--- src/design/nlsc_pkg.sv ---
// nlsc_pkg: shared types, codes and parse step function for the nested-list checker
`timescale 1ns / 1ps

package nlsc_pkg;

   localparam int MAX_DEPTH_DEFAULT = 16;
   localparam int DEPTH_W = 5;

   localparam logic [7:0] CH_OPEN   = 8'h5B;  // [
   localparam logic [7:0] CH_CLOSE  = 8'h5D;  // ]
   localparam logic [7:0] CH_COMMA  = 8'h2C;  // ,
   localparam logic [7:0] CH_EQUALS = 8'h3D;  // =
   localparam logic [7:0] CH_LC_A   = 8'h61;
   localparam logic [7:0] CH_LC_Z   = 8'h7A;
   localparam logic [7:0] CH_UC_A   = 8'h41;
   localparam logic [7:0] CH_UC_Z   = 8'h5A;
   localparam logic [7:0] CH_SPACE  = 8'h20;
   localparam logic [7:0] CH_TAB    = 8'h09;
   localparam logic [7:0] CH_LF     = 8'h0A;
   localparam logic [7:0] CH_CR     = 8'h0D;

   typedef enum logic [2:0] {
      TK_NONE   = 3'd0,
      TK_EOF    = 3'd1,
      TK_COMMA  = 3'd2,
      TK_OPEN   = 3'd3,
      TK_CLOSE  = 3'd4,
      TK_EQUALS = 3'd5,
      TK_NAME   = 3'd6
   } tok_type;

   typedef enum logic [2:0] {
      PH_OUTER      = 3'd0,
      PH_ELEM       = 3'd1,
      PH_AFTER_NAME = 3'd2,
      PH_VALUE      = 3'd3,
      PH_AFTER_ELEM = 3'd4,
      PH_DONE       = 3'd5
   } phase_type;

   typedef enum logic [1:0] {
      ST_RUN = 2'd0,
      ST_OK  = 2'd1,
      ST_ERR = 2'd2
   } status_type;

   typedef enum logic [2:0] {
      ERR_NONE      = 3'd0,
      ERR_BAD_CHAR  = 3'd1,
      ERR_UNEXPECT  = 3'd2,
      ERR_OVERFLOW  = 3'd3,
      ERR_PREMATURE = 3'd4
   } err_type;

   typedef struct packed {
      phase_type          phase;
      logic [DEPTH_W-1:0] open_count;
      logic               name_open;
      status_type         outcome;
      err_type            fault;
   } parse_state_type;

   function automatic parse_state_type set_fault(parse_state_type s, err_type code);
      parse_state_type r;
      r = s;
      if (s.outcome == ST_RUN) begin
         r.outcome = ST_ERR;
         r.fault   = code;
      end
      return r;
   endfunction

   function automatic parse_state_type push_level(parse_state_type s,
                                                  logic [DEPTH_W-1:0] cap);
      parse_state_type r;
      r = s;
      if (s.open_count >= cap) begin
         r = set_fault(s, ERR_OVERFLOW);
      end else begin
         r.open_count = s.open_count + 1'b1;
         r.phase      = PH_ELEM;
      end
      return r;
   endfunction

   function automatic parse_state_type pop_level(parse_state_type s);
      parse_state_type r;
      r = s;
      r.open_count = s.open_count - 1'b1;
      if (r.open_count == '0) begin
         r.phase   = PH_DONE;
         r.outcome = ST_OK;
      end else begin
         r.phase = PH_AFTER_ELEM;
      end
      return r;
   endfunction

   // one grammar step for one token
   function automatic parse_state_type parse_tok(parse_state_type s, tok_type t,
                                                 logic [DEPTH_W-1:0] cap);
      parse_state_type r;
      r = s;
      if (s.outcome == ST_RUN) begin
         if (t == TK_EOF) begin
            r = set_fault(s, ERR_PREMATURE);
         end else begin
            unique case (s.phase)
               PH_OUTER: begin
                  if (t == TK_OPEN) r = push_level(s, cap);
                  else r = set_fault(s, ERR_UNEXPECT);
               end
               PH_ELEM: begin
                  if (t == TK_NAME) r.phase = PH_AFTER_NAME;
                  else if (t == TK_OPEN) r = push_level(s, cap);
                  else r = set_fault(s, ERR_UNEXPECT);
               end
               PH_AFTER_NAME: begin
                  if (t == TK_EQUALS) r.phase = PH_VALUE;
                  else if (t == TK_COMMA) r.phase = PH_ELEM;
                  else if (t == TK_CLOSE) r = pop_level(s);
                  else r = set_fault(s, ERR_UNEXPECT);
               end
               PH_VALUE: begin
                  if (t == TK_NAME) r.phase = PH_AFTER_ELEM;
                  else r = set_fault(s, ERR_UNEXPECT);
               end
               PH_AFTER_ELEM: begin
                  if (t == TK_COMMA) r.phase = PH_ELEM;
                  else if (t == TK_CLOSE) r = pop_level(s);
                  else r = set_fault(s, ERR_UNEXPECT);
               end
               default: begin
                  r = s;
               end
            endcase
         end
      end
      return r;
   endfunction

endpackage

--- src/design/nlsc_step.sv ---
// nlsc_step: lexer and parse update for one character
`timescale 1ns / 1ps

module nlsc_step
   import nlsc_pkg::*;
#(
   parameter int MAX_DEPTH = MAX_DEPTH_DEFAULT
) (
   input  parse_state_type cur_state,
   input  logic [7:0]      ch,
   input  logic            end_mark,
   output parse_state_type next_state,
   output logic            name_done,
   output tok_type         token_kind
);

   localparam int CAP_INT = (MAX_DEPTH < 31) ? MAX_DEPTH : 31;
   localparam logic [DEPTH_W-1:0] DEPTH_CAP = CAP_INT[DEPTH_W-1:0];

   logic            is_letter;
   logic            is_blank;
   tok_type         kind;
   logic            bad_char;
   parse_state_type after_name;

   assign is_letter = ((ch >= CH_LC_A) && (ch <= CH_LC_Z)) ||
                      ((ch >= CH_UC_A) && (ch <= CH_UC_Z));
   assign is_blank  = (ch == CH_SPACE) || (ch == CH_TAB) || (ch == CH_LF) ||
                      (ch == CH_CR);

   always_comb begin
      kind     = TK_NONE;
      bad_char = 1'b0;
      if (end_mark) begin
         kind = TK_EOF;
      end else begin
         case (ch)
            CH_COMMA:  kind = TK_COMMA;
            CH_OPEN:   kind = TK_OPEN;
            CH_CLOSE:  kind = TK_CLOSE;
            CH_EQUALS: kind = TK_EQUALS;
            default:   bad_char = !is_blank;
         endcase
      end
   end

   always_comb begin
      next_state = cur_state;
      name_done  = 1'b0;
      token_kind = TK_NONE;
      after_name = cur_state;
      if (cur_state.outcome == ST_RUN) begin
         if (!end_mark && is_letter) begin
            next_state.name_open = 1'b1;
         end else begin
            // a pending name is checked before the delimiter's own token
            if (cur_state.name_open) begin
               name_done  = 1'b1;
               after_name = parse_tok(cur_state, TK_NAME, DEPTH_CAP);
               after_name.name_open = 1'b0;
            end
            token_kind = kind;
            if (bad_char) begin
               next_state = set_fault(after_name, ERR_BAD_CHAR);
            end else if (kind != TK_NONE) begin
               next_state = parse_tok(after_name, kind, DEPTH_CAP);
            end else begin
               next_state = after_name;
            end
         end
      end
   end

endmodule

--- src/design/nested_list_syntax_checker_top.sv ---
// nested_list_syntax_checker_top: streaming nested-list syntax checker
`timescale 1ns / 1ps
//
//  channel   direction  handshake             payload
//  req_      in         req_valid/req_ready   req_ch[7:0], req_end_mark
//  rsp_      out        rsp_valid/rsp_ready   rsp_name_done, rsp_token_kind, rsp_status,
//                                             rsp_error_code, rsp_nest_depth
//
//  one request per cycle while rsp_ready is high; each request gives one response,
//  held first in the input register, then in the response register.
//  the parse state updates as a request moves from input to response register.
//  synchronous reset clears both registers' valid and the parse state.
//  when rsp_ready is low the response holds and the input register holds one
//  more request before req_ready drops.

module nested_list_syntax_checker_top
   import nlsc_pkg::*;
#(
   parameter int MAX_DEPTH = MAX_DEPTH_DEFAULT
) (
   input  logic         clock,
   input  logic         reset,
   input  logic         req_valid,
   output logic         req_ready,
   input  logic [7:0]   req_ch,
   input  logic         req_end_mark,
   output logic         rsp_valid,
   input  logic         rsp_ready,
   output logic         rsp_name_done,
   output logic [2:0]   rsp_token_kind,
   output logic [1:0]   rsp_status,
   output logic [2:0]   rsp_error_code,
   output logic [4:0]   rsp_nest_depth
);

   logic            in_valid_ff;
   logic [7:0]      in_ch_ff;
   logic            in_end_ff;
   parse_state_type state_ff;
   parse_state_type state_in;
   logic            rsp_valid_ff;
   logic            rsp_done_ff;
   tok_type         rsp_kind_ff;
   logic            done_in;
   tok_type         kind_in;
   logic            out_open;
   logic            advance;

   assign out_open  = !rsp_valid_ff || rsp_ready;
   assign advance   = in_valid_ff && out_open;
   assign req_ready = !in_valid_ff || out_open;

   nlsc_step #(
      .MAX_DEPTH(MAX_DEPTH)
   ) u_step (
      .cur_state (state_ff),
      .ch        (in_ch_ff),
      .end_mark  (in_end_ff),
      .next_state(state_in),
      .name_done (done_in),
      .token_kind(kind_in)
   );

   always_ff @(posedge clock) begin
      if (reset) begin
         in_valid_ff <= 1'b0;
      end else if (req_ready) begin
         in_valid_ff <= req_valid;
      end
   end

   always_ff @(posedge clock) begin
      if (req_ready && req_valid) begin
         in_ch_ff  <= req_ch;
         in_end_ff <= req_end_mark;
      end
   end

   always_ff @(posedge clock) begin
      if (reset) begin
         state_ff.phase      <= PH_OUTER;
         state_ff.open_count <= '0;
         state_ff.name_open  <= 1'b0;
         state_ff.outcome    <= ST_RUN;
         state_ff.fault      <= ERR_NONE;
         rsp_valid_ff        <= 1'b0;
      end else begin
         if (advance) begin
            state_ff <= state_in;
         end
         if (out_open) begin
            rsp_valid_ff <= in_valid_ff;
         end
      end
   end

   always_ff @(posedge clock) begin
      if (advance) begin
         rsp_done_ff <= done_in;
         rsp_kind_ff <= kind_in;
      end
   end

   // status, error and depth mirror the committed parse state
   assign rsp_valid      = rsp_valid_ff;
   assign rsp_name_done  = rsp_done_ff;
   assign rsp_token_kind = rsp_kind_ff;
   assign rsp_status     = state_ff.outcome;
   assign rsp_error_code = state_ff.fault;
   assign rsp_nest_depth = state_ff.open_count;

endmodule
--- config.mk ---
export PLATFORM = sky130hd
export DESIGN_NAME = nested_list_syntax_checker_top
export DESIGN_NICKNAME = d
export VERILOG_FILES = /design/src/design/nlsc_pkg.sv /design/src/design/nlsc_step.sv /design/src/design/nested_list_syntax_checker_top.sv
export SDC_FILE = /design/constraint.sdc
export NUM_CORES = 1
export LEC_CHECK = 0
export BUFFER_PORTS_ARGS = -buffer_cell sky130_fd_sc_hd__clkbuf_2
export CELL_PAD_IN_SITES_DETAIL_PLACEMENT = 0
export CELL_PAD_IN_SITES_GLOBAL_PLACEMENT = 1
export CORE_MARGIN = 2
export CORE_UTILIZATION = 44
export CTS_BUF_LIST = sky130_fd_sc_hd__clkbuf_4 sky130_fd_sc_hd__clkbuf_8 sky130_fd_sc_hd__clkbuf_16
export DETAILED_ROUTE_END_ITERATION = 10
export GPL_ROUTABILITY_DRIVEN = 0
export PLACE_DENSITY_LB_ADDON = 0.25
export SLEW_MARGIN = 20
export SYNTH_ARGS = -nofsm -noshare
export SYNTH_HDL_FRONTEND = slang
export SYNTH_SLANG_ARGS = --single-unit
--- constraint.sdc ---
create_clock -name clock -period 2.6 [get_ports clock]
set_input_delay 0.26 -clock clock [delete_from_list [all_inputs] [get_ports clock]]
set_output_delay 0.26 -clock clock [all_outputs]
set_load 0.02 [all_outputs]
* Word-level counts from Yosys, hierarchy flattened *
Index checks and enable logic that the tools add are counted.

storage, ports and cells
  bits in registers = 29
  logic and storage cells = 98

cells by class
  add/sub/neg operators = 2
  $lt $le $gt $ge = 5
  eq/ne operators = 22
  muxes and demuxes = 30
  bitwise logic cells = 2
  reduce and logical (&&, ||, !) cells = 26

operator list
  kind                                                               number
  2-to-1 mux 14 bit                                                  9
  case mux 14 bit (5 select lines)                                   1
  case mux 14 bit (3 select lines)                                   1
  2-to-1 mux 11 bit                                                  3
  == test 8 x 4 -> 1 bit, second input constant                      3
  == test 8 x 6 -> 1 bit, second input constant                      3
  == test 3 x 2 -> 1 bit, second input constant                      6
  == test 8 x 7 -> 1 bit, second input constant                      2
  greater-or-equal comparator 8 x 7 -> 1 bit, second input constant  2
  <= comparator 8 x 7 -> 1 bit, second input constant                2
  == test 3 bit, second input constant                               5
  2-to-1 mux 3 bit                                                   5
  2-to-1 mux 5 bit                                                   3
  case mux 3 bit (4 select lines)                                    1
  == test 3 x 1 -> 1 bit, second input constant                      3
  2-to-1 mux 8 bit                                                   1
  logical NOT 3 bit                                                  2
  logical OR 1 bit                                                   6
  adder 5 x 1 -> 5 bit, second input constant                        1
  greater-or-equal comparator 5 bit, second input constant           1
  logical AND 1 bit                                                  5
  logical NOT 5 bit                                                  1
  2-to-1 mux 1 bit                                                   5
  subtractor 5 x 1 -> 5 bit, second input constant                   1
  10 further kinds                                                   15

* Logic depth before layout (Yosys ltp) *
Gate-level depths: netlist of the first run.

  depth in word-level cells = 18
  depth in mapped cells = 9
  depth with buffers taken out = 8

* Modules after synthesis *
Synthesis of the first run repeated with hierarchy kept, for this count alone.

unflattened totals
  cells, all modules = 271
  area total of the unflattened synthesis = 2,347.3 µm²

by module, submodules not included
  module                          instances  cells each  area each (µm²)
  nested_list_syntax_checker_top  1          94          1,191.1
  nlsc_step                       1          177         1,156.1

* Worst setup path before layout of the first run *
OpenSTA, ideal clock, no wires.

  path type = register to register
  from = reg in_ch_ff[1]
  to = reg state_ff, in the netlist rsp_nest_depth[0]
  setup time = 123 ps
  data arrival time = 2,306 ps
  required time = 2,477 ps
  path slack = 170 ps
  cell stages (with the launch flop) = 8
  cell sequence = edfxtp_1 -> nand3b_4 -> or4b_4 -> buf_6 -> a41oi_2 -> nand3_1 -> nor4_2 -> mux2_1

on the way
  word-level cells in the longest chain between the ends = 12
  elaborated cells on any way between the ends = 44
  those cells by class = 4 x order compare; 14 x eq/ne; 14 x mux; 1 x bitwise; 11 x reduce/logical

ends and longest elaborated chain
  what                                                                     line                                  text
  from (decl)                                                              nested_list_syntax_checker_top.sv:37  logic [7:0] in_ch_ff;
  from (signal assigned)                                                   nested_list_syntax_checker_top.sv:74  in_ch_ff <= req_ch;
  == test 8 x 6 -> 1 bit / == test 8 x 7 -> 1 bit (equally long branches)  nlsc_step.sv:37                       case (ch)
  case mux 3 bit (4 select lines)                                          nlsc_step.sv:37
  2-to-1 mux 3 bit                                                         nlsc_step.sv:34                       if (end_mark) begin
  == test 3 bit                                                            nlsc_pkg.sv:121, nlsc_pkg.sv:130
  2-to-1 mux 14 bit                                                        nlsc_pkg.sv:121                       else if (t == TK_CLOSE) r = pop_level(s);
  2-to-1 mux 11 bit                                                        nlsc_pkg.sv:120                       else if (t == TK_COMMA) r.phase = PH_ELEM;
  2-to-1 mux 11 bit                                                        nlsc_pkg.sv:119                       if (t == TK_EQUALS) r.phase = PH_VALUE;
  case mux 14 bit (5 select lines)                                         nlsc_pkg.sv:108                       unique case (s.phase)
  2-to-1 mux 14 bit                                                        nlsc_pkg.sv:105                       if (t == TK_EOF) begin
  2-to-1 mux 14 bit                                                        nlsc_pkg.sv:104                       if (s.outcome == ST_RUN) begin
  2-to-1 mux 14 bit                                                        nlsc_step.sv:65                       end else if (kind != TK_NONE) begin
  2-to-1 mux 14 bit                                                        nlsc_step.sv:63                       if (bad_char) begin
  to (signal assigned)                                                     nested_list_syntax_checker_top.sv:89  state_ff <= state_in;
  to (decl)                                                                nested_list_syntax_checker_top.sv:39  parse_state_type state_ff;

Parallel ways exist; a longest one is shown, timed or not.
A chain may end at the register's enable or synchronous reset.

* Final worst setup path of the first run *
Same ends and word-level chain as after synthesis.

==> flow_metrics.env, run 1 <==
export IMPL_post_synth_inst_count=274
export IMPL_core_area_sq_um=5040
export IMPL_viasPerCell=6.01
export IMPL_rr_startpoint="in_ch_ff[1]$_DFFE_PP_"
export IMPL_clk_pin_slew_worst_paths_ns=0.07
export IMPL_cpPeakStageDelay_ns=0.62
export IMPL_clkPwrFrac=0.424
export IMPL_numCtsBuffers=5
export IMPL_post_synth_cell_area_avg_sq_um=8.30
export IMPL_worst_path_max_delay_cell="or4b_4"
export IMPL_min_to="in_ch_ff[1]$_DFFE_PP_"
export IMPL_drc_errors=0
export IMPL_ir_drop_uv=327
export IMPL_via_count=2320
export IMPL_wl_um=6550
export IMPL_yosys_register_bits=29
export IMPL_status="complete, no violations"
export IMPL_grt_pass1_wl_um=11000
export IMPL_port_buffers=28
export IMPL_n_antenna_cell=0
export IMPL_die_h_um=75.9
export IMPL_drt_antenna_violating_nets=0
export IMPL_clock_sinks=29
export IMPL_required_ns=2.77
export IMPL_dp_cells=375
export IMPL_synth_top_flop_cell="dfxtp_1"
export IMPL_fin_hold_ws_ns=0.143
export IMPL_p_int_uw=982
export IMPL_ys_types=68
export IMPL_detail_route_first_pass_iterations=5
export IMPL_fmax_ghz=0.396
export IMPL_start_kind="flip-flop"
export IMPL_drive_above_1_share=0.253
export IMPL_cts_tree="done"
export IMPL_synthTopCellsByArea="edfxtp_1, dfxtp_1, nor2_1"
export IMPL_maxCapViolations=0
export IMPL_rr_worst_depth=6
export IMPL_synth_edf_count=13
export IMPL_drt_iter0_drc=152
export IMPL_initial_utilization=0.451
export IMPL_p_sw_uw=357
export IMPL_leakagePower_uw=0.00107
export IMPL_sw_frac_of_total=0.267
export IMPL_grt_overflow_total=0
export IMPL_cp_startpoint="in_ch_ff[1]$_DFFE_PP_"
export IMPL_grt_pass1_vias=2214
export IMPL_slew_viol_final=0
export IMPL_p_comb_frac=0.183
export IMPL_areaGrowthSynthToFinish_pct=20.7
export IMPL_synth_top_cell_by_area="edfxtp_1"
export IMPL_syn_area_sq_um=2270
export IMPL_ioPinCount=29
export IMPL_ys_warn_count=0
export IMPL_synth_top_area_frac=0.172
export IMPL_min_from="req_ch[1]"
export IMPL_power_density_nw_per_um2=488
export IMPL_layout_cells_non_filler=386
export IMPL_holdCritPathClass="input port to flip-flop"
export IMPL_worstSetupEndpointType="flip-flop"
export IMPL_min_period_ns=2.53
export IMPL_path_class="flip-flop to flip-flop"
export IMPL_clockRootBuffer="clkbuf_8"
export IMPL_yosys_top_cells_count="nor2_1, nand2_1, dfxtp_1"
export IMPL_r2r_end="rsp_nest_depth[0]$_SDFFE_PP0P_"
export IMPL_critical_path_cell_chain="nand3b_4 -> or4b_4 -> nand4_2 -> o21ai_1 -> nor4_4 -> mux2_1"
export IMPL_fin_setup_tns_ns=0
export IMPL_clock_latency_ns=0.29
export IMPL_grt_use_total=0.235
export IMPL_max_slew_worst_pin_slew_ns=0.580
export IMPL_finalClockSkew_ns=0.00777
export IMPL_placementRows=26
export IMPL_synthArstFlopShare=0
export IMPL_rrSetupSlack_ns=0.07
export IMPL_htreeDepth=2
export IMPL_synth_fp_nets=290
export IMPL_relSlewSlack=0.608
export IMPL_hold_violations=0
export IMPL_setup_viol=0
export IMPL_yosysSeqAreaShare=0.312
export IMPL_rsz0062_at_grt="true"
export IMPL_antenna_found_initial=0
export IMPL_power_frac_seq=0.393
export IMPL_place_hpwl_um=4990
export IMPL_nets=331
export IMPL_fin_crit_sh=0.972
export IMPL_grt_max_degree=19
export IMPL_clk_path_buf_depth=2
export IMPL_synth_most_common_cell="nor2_1"
export IMPL_wire_per_inst_um=17.0
export IMPL_crit_arrival_ns=2.70
export IMPL_hold_depth=1
export IMPL_crit_path_max_fanout=8
export IMPL_dieArea_sq_um=5760
export IMPL_die_w_um=75.9
power groups by stage:
stage	logic (uW)	registers, uW	clock network [uW]
after global placement	236	534	0
final	245	526	568
after detailed placement	234	535	0
after CTS	236	525	577
after floorplan	157	528	0
after global routing	269	529	590
worst max path at each step:
stage	end	slack (ns)	cells past startpoint
floorplan	rsp_nest_depth[0]$_SDFFE_PP0P_	0.17	7
global placement	rsp_error_code[0]$_SDFFE_PP0P_	0.01	7
detailed placement	rsp_error_code[0]$_SDFFE_PP0P_	-0.0009	7
CTS	rsp_nest_depth[0]$_SDFFE_PP0P_	0.05	6
global route	rsp_nest_depth[0]$_SDFFE_PP0P_	-0.05	6
finish	rsp_nest_depth[0]$_SDFFE_PP0P_	0.07	6
layout make-up:
class / instances / area (sq um)
clock buffers: 5 / 68.8
clock inverters: 3 / 65.1
fillers: 478 / 2300
inverters: 14 / 52.6
multi-input cells: 206 / 1390
flip-flops and latches: 29 / 711
well taps: 70 / 87.6
repair buffers: 59 / 373
sequential cells by signal, indices dropped and copies added, names as in the netlist:
register,flops
in_end_ff,1
state_ff,4
in_valid_ff,1
rsp_token_kind,3
rsp_status,2
rsp_error_code,3
rsp_name_done,1
rsp_nest_depth,5
rsp_valid,1
in_ch_ff,8
per-layer routing:
metal / wire (um) / track usage
met1: 3030 / 0.319
met2: 3040 / 0.380
met3: 349 / 0.0333
met4: 136 / 0.0873
met5: 0 / 0
cells in the final DEF (no fill, tap or decap), types with 3 or more instances in the layout:
cell	instances
a2111oi_0	3
a21o_1	3
a21oi_1	13
a22oi_1	3
a311oi_1	3
a31oi_1	3
and2_1	3
buf_4	31
clkbuf_2	28
clkbuf_8	5
dfxtp_1	16
edfxtp_1	13
ha_1	3
inv_1	14
nand2_1	21
nand2b_1	10
nand3_1	7
nand4_1	6
nor2_1	24
nor2b_1	3
nor3_1	14
nor4_1	7
o21a_1	3
o21ai_0	5
o22ai_1	3
o31ai_1	5
o32ai_1	3
or2_2	3
or3_1	4
xnor2_1	5
worst max-delay path: cells and delay by family (launching register included):
family          cells  cell delay, ns
simple gates        4            1.41
flops               1            0.49
mux                 1            0.34
compound gates      1            0.16
cell families (layout without fill, tap and decap cells):
kind of cell	Yosys count	in the layout	synth area share
DFF	29	29	0.312
adders and majority gates	3	3	0.0165
AOI/OAI and AO/OA	70	70	0.234
buffers and inverters	39	81	0.0853
xor gates and xnor gates	6	6	0.0231
and+or+nand+nor	124	124	0.315
muxes	3	3	0.0143
what timing repair did:
| action | CTS | global route |
|---|---|---|
| setup endpoints to repair | 1 | 3 |
| hold buffers | 0 | 0 |
| pin swaps | 0 | 3 |
| resized for setup | 1 | 4 |
| setup buffers | 0 | 3 |
through the flow:
| stage | power (uW) | area, sq um | util | setup slack [ns] |
|---|---|---|---|---|
| finish | 1340 | 2750 | 0.544 | 0.0739 |
| global route | 1390 | 2750 | 0.544 | -0.0522 |
| CTS | 1340 | 2710 | 0.537 | 0.0504 |
| detailed placement | 769 | 2570 | 0.510 | -0.000897 |
| global placement | 770 | 2570 | 0.510 | 0.0147 |
| floorplan | 686 | 2270 | - | 0.170 |
Note: power is estimated with default switching activity, not from simulation.
==> inputs of run 2 (changes only) <==
--- a/config.mk
+++ b/config.mk
@@ -8,7 +8,7 @@
 export BUFFER_PORTS_ARGS = -buffer_cell sky130_fd_sc_hd__clkbuf_2
 export CELL_PAD_IN_SITES_DETAIL_PLACEMENT = 0
 export CELL_PAD_IN_SITES_GLOBAL_PLACEMENT = 1
-export CORE_MARGIN = 2
+export CORE_MARGIN = 4
 export CORE_UTILIZATION = 44
 export CTS_BUF_LIST = sky130_fd_sc_hd__clkbuf_4 sky130_fd_sc_hd__clkbuf_8 sky130_fd_sc_hd__clkbuf_16
 export DETAILED_ROUTE_END_ITERATION = 10
==> flow_metrics.env, run 2 (synthesis results as in run 1) <==
export IMPL_r2r_end="rsp_nest_depth[0]$_SDFFE_PP0P_"
export IMPL_relSlewSlack=0.606
export IMPL_holdCritPathClass="input port to flip-flop"
export IMPL_numCtsBuffers=5
export IMPL_clock_latency_ns=0.29
export IMPL_slew_viol_final=0
export IMPL_finalClockSkew_ns=0.00457
export IMPL_top_register="in_ch_ff"
export IMPL_initial_utilization=0.466
export IMPL_die_w_um=79.9
export IMPL_layout_setup_ws_ns=0.108
export IMPL_fin_setup_tns_ns=0
export IMPL_power_density_nw_per_um2=465
export IMPL_fin_total_pwr_uw=1260
export IMPL_dieArea_sq_um=6380
export IMPL_ir_drop_uv=252
export IMPL_cp_startpoint="in_ch_ff[1]$_DFFE_PP_"
export IMPL_clk_pin_slew_worst_paths_ns=0.07
export IMPL_crit_end="rsp_nest_depth[0]$_SDFFE_PP0P_"
export IMPL_cts_tree="done"
export IMPL_placementRows=25
export IMPL_largest_reg_flops=8
export IMPL_drive_above_1_share=0.249
export IMPL_grt_overflow_total=0
export IMPL_setup_viol=0
export IMPL_via_count=2290
export IMPL_htreeDepth=2
export IMPL_rr_startpoint="in_ch_ff[1]$_DFFE_PP_"
export IMPL_rrSetupSlack_ns=0.11
export IMPL_port_buffers=28
export IMPL_required_ns=2.77
export IMPL_core_area_sq_um=4880
export IMPL_rsz0062_at_grt="false"
export IMPL_final_cell_mix="clkbuf_2, buf_4, nor2_1"
export IMPL_antenna_found_initial=0
export IMPL_grt_use_total=0.212
export IMPL_crit_arrival_ns=2.66
export IMPL_drt_iter0_drc=219
export IMPL_detail_route_first_pass_iterations=5
export IMPL_status="complete, no violations"
export IMPL_nFillCells=505
export IMPL_n_antenna_cell=0
export IMPL_die_h_um=79.9
export IMPL_hold_violations=0
export IMPL_grt_pass1_wl_um=10600
export IMPL_fin_crit_sh=0.959
export IMPL_nets=328
export IMPL_ioPinCount=29
export IMPL_min_from="req_ch[2]"
export IMPL_fin_hold_ws_ns=0.144
export IMPL_areaGrowthSynthToFinish_pct=18.9
export IMPL_place_hpwl_um=4890
export IMPL_clockRootBuffer="clkbuf_8"
export IMPL_drt_antenna_violating_nets=0
export IMPL_wl_um=6370
export IMPL_leakagePower_uw=0.00105
export IMPL_pre_cts_ws_ns=-0.0231
export IMPL_wire_per_inst_um=16.8
export IMPL_final_util=0.554
export IMPL_drc_errors=0
export IMPL_maxCapViolations=0
export IMPL_crit_path_max_fanout=8
export IMPL_max_slew_worst_pin_slew_ns=0.586
export IMPL_min_period_ns=2.49
export IMPL_path_class="flip-flop to flip-flop"
export IMPL_grt_max_degree=19
export IMPL_worstSetupEndpointType="flip-flop"
export IMPL_grt_pass1_vias=2153
export IMPL_start_kind="flip-flop"
export IMPL_clock_sinks=29
export IMPL_clk_path_buf_depth=2
export IMPL_rr_worst_depth=6
export IMPL_fmax_ghz=0.401
export IMPL_viasPerCell=6.03
run 2: routing by layer:
metal	vias up	wire, um	GRT usage
met5	-	0	0
met4	0	140	0.0861
met3	13	453	0.0372
met2	96	2830	0.318
met1	1073	2950	0.297
li1	1108	-	-
run 2: repair_timing:
item,4_1_cts,5_1_grt
cloned,0,0
buffers inserted,0,2
hold endpoints to repair,0,0
pin swaps,0,1
setup endpoints to repair,1,6
hold buffers,0,0
resized for setup,1,3
run 2: where the power goes:
part,switching [uW],internal (uW)
registers,25.4,499
logic,140,95.3
clock network,185,311
total,351,905
run 2: worst max-delay path: stages (launching register included):
cell and delay [ns]:
edfxtp_1 0.46, nand3b_4 0.24, or4b_4 0.62, nand4_2 0.18, o21ai_1 0.15, nor4_2 0.37
mux2_1 0.37
run 2: worst min-delay path by stage:
stage | end | slack (ns) | cells after the start
after global routing | in_ch_ff[7]$_DFFE_PP_ | 0.14 | 1
after detailed placement | in_ch_ff[6]$_DFFE_PP_ | 0.44 | 1
after floorplan | in_ch_ff[0]$_DFFE_PP_ | 0.36 | 0
final | in_ch_ff[2]$_DFFE_PP_ | 0.14 | 1
after CTS | in_ch_ff[6]$_DFFE_PP_ | 0.14 | 1
after global placement | in_ch_ff[5]$_DFFE_PP_ | 0.44 | 1
run 2: final cells by class:
| type | instances | area (sq um) | share of cell area |
|---|---|---|---|
| Multi-Input combinational cell | 206 | 1390 | 0.513 |
| Sequential cell | 29 | 711 | 0.263 |
| Timing Repair Buffer | 56 | 350 | 0.130 |
| Tap cell | 67 | 83.8 | 0.0310 |
| Clock buffer | 6 | 82.6 | 0.0305 |
| Inverter | 14 | 52.6 | 0.0194 |
| Clock inverter | 2 | 37.5 | 0.0139 |
run 2: stage by stage:
| step | cells | instance area, sq um |
|---|---|---|
| 2_1_floorplan | 274 | 2270 |
| 3_3_place_gp | 370 | 2550 |
| 3_5_place_dp | 370 | 2550 |
| 4_1_cts | 378 | 2670 |
| 5_1_grt | 380 | 2700 |
| 6_report | 380 | 2700 |
==> inputs of run 3 (changes only) <==
--- a/config.mk
+++ b/config.mk
@@ -5,7 +5,7 @@
 export SDC_FILE = /design/constraint.sdc
 export NUM_CORES = 1
 export LEC_CHECK = 0
-export BUFFER_PORTS_ARGS = -buffer_cell sky130_fd_sc_hd__clkbuf_2
+export BUFFER_PORTS_ARGS = -buffer_cell sky130_fd_sc_hd__buf_2
 export CELL_PAD_IN_SITES_DETAIL_PLACEMENT = 0
 export CELL_PAD_IN_SITES_GLOBAL_PLACEMENT = 1
 export CORE_MARGIN = 4
==> flow_metrics.env, run 3 (synthesis results as in run 1) <==
export IMPL_final_cell_mix="buf_4, buf_2, nor2_1"
export IMPL_fin_setup_tns_ns=0
export IMPL_grt_use_total=0.206
export IMPL_drc_errors=0
export IMPL_drt_antenna_violating_nets=0
export IMPL_clockRootBuffer="clkbuf_8"
export IMPL_clk_pin_slew_worst_paths_ns=0.07
export IMPL_placementRows=25
export IMPL_worstSetupEndpointType="flip-flop"
export IMPL_drt_iter0_drc=133
export IMPL_clk_path_buf_depth=2
export IMPL_start_kind="flip-flop"
export IMPL_setup_viol=0
export IMPL_clock_latency_ns=0.29
export IMPL_nets=331
export IMPL_top_register="in_ch_ff"
export IMPL_via_count=2265
export IMPL_ir_drop_uv=285
export IMPL_place_hpwl_um=4820
export IMPL_crit_path_max_fanout=6
export IMPL_die_h_um=79.9
export IMPL_multi_input_area_sq_um=1380
export IMPL_core_area_sq_um=4880
export IMPL_min_period_ns=2.54
export IMPL_htreeDepth=2
export IMPL_rr_worst_depth=7
export IMPL_viasPerCell=5.91
export IMPL_grt_overflow_total=0
export IMPL_die_w_um=79.9
export IMPL_power_density_nw_per_um2=464
export IMPL_n_antenna_cell=0
export IMPL_slew_viol_final=0
export IMPL_relSlewSlack=0.596
export IMPL_grt_max_degree=19
export IMPL_path_class="flip-flop to flip-flop"
export IMPL_wl_um=6330
export IMPL_required_ns=2.80
export IMPL_wire_per_inst_um=16.5
export IMPL_finalClockSkew_ns=0.00828
export IMPL_clock_sinks=29
export IMPL_ioPinCount=29
export IMPL_areaGrowthSynthToFinish_pct=19.7
export IMPL_grt_pass1_wl_um=10200
export IMPL_drive_above_1_share=0.250
export IMPL_fmax_ghz=0.393
export IMPL_fin_crit_sh=0.978
export IMPL_cts_tree="done"
export IMPL_grt_pass1_vias=2041
export IMPL_regArea_sq_um=711
export IMPL_dieArea_sq_um=6380
export IMPL_fin_hold_ws_ns=0.143
export IMPL_detail_route_first_pass_iterations=6
export IMPL_initial_utilization=0.466
export IMPL_leakagePower_uw=0.00107
export IMPL_crit_arrival_ns=2.74
export IMPL_largest_reg_flops=8
export IMPL_final_common_cell="buf_4"
export IMPL_hold_depth=1
export IMPL_rrSetupSlack_ns=0.06
export IMPL_hold_buffers=0
export IMPL_fin_total_pwr_uw=1260
export IMPL_port_buffers=28
export IMPL_nFillCells=501
export IMPL_holdCritPathClass="input port to flip-flop"
export IMPL_antenna_found_initial=0
export IMPL_hold_violations=0
export IMPL_max_slew_worst_pin_slew_ns=0.591
export IMPL_maxCapViolations=0
export IMPL_status="complete, no violations"
export IMPL_numCtsBuffers=5
[run 3: cell count changes in the layout (fill, tap and decap cells not counted), sizes merged]
cell,delta
buf,+31
clkbuf,-28
[run 3: repair_timing]
| item | in CTS | in global routing |
|---|---|---|
| buffers inserted | 0 | 4 |
| setup endpoints to repair | 0 | 7 |
| gates resized for setup | 0 | 3 |
[run 3: power by group]
part           total [uW]  internal (uW)  switching [uW]
logic                 240           98.9             141
clock network         499            311             188
registers             523            499            24.4
total                1260            909             353
[run 3: worst paths after layout]
path                                            startpoint                              to
worst max-delay path                   in_end_ff$_DFFE_PP_  rsp_error_code[0]$_SDFFE_PP0P_
worst min register to register  rsp_status[1]$_SDFFE_PP0P_      rsp_status[1]$_SDFFE_PP0P_
worst max register to register         in_end_ff$_DFFE_PP_  rsp_error_code[0]$_SDFFE_PP0P_
worst min-delay path                             req_ch[1]           in_ch_ff[1]$_DFFE_PP_
[run 3: per-layer routing]
layer / GRT usage / routed length, um
met5: 0 / 0
met3: 0.0350 / 452
met4: 0.0845 / 140
met1: 0.291 / 2900
met2: 0.307 / 2840
[run 3: layout make-up]
type | instances | share of cell area
multi-input cells | 206 | 0.508
flip-flops and latches | 29 | 0.261
repair buffers | 59 | 0.137
well taps | 67 | 0.0308
clock buffers | 6 | 0.0303
inverters | 14 | 0.0193
clock inverters | 2 | 0.0138
[run 3: critical path, cell delays in order (launching register included)]
cell and delay [ns]:
edfxtp_1 0.46, nand2b_2 0.27, or4b_4 0.57, a2111oi_1 0.60
buf_4 0.21, o211ai_1 0.08, o211a_1 0.15, o32ai_1 0.12
[run 3: per-stage QoR]
step / instances / setup WS, ns / utilization / instance area (sq um)
5_1_grt: 383 / -0.0128 / 0.558 / 2720
3_5_place_dp: 371 / 0.0473 / 0.525 / 2560
3_3_place_gp: 371 / 0.0330 / 0.525 / 2560
4_1_cts: 379 / 0.0168 / 0.549 / 2680
6_report: 383 / 0.0562 / 0.558 / 2720
2_1_floorplan: 274 / 0.170 / - / 2270
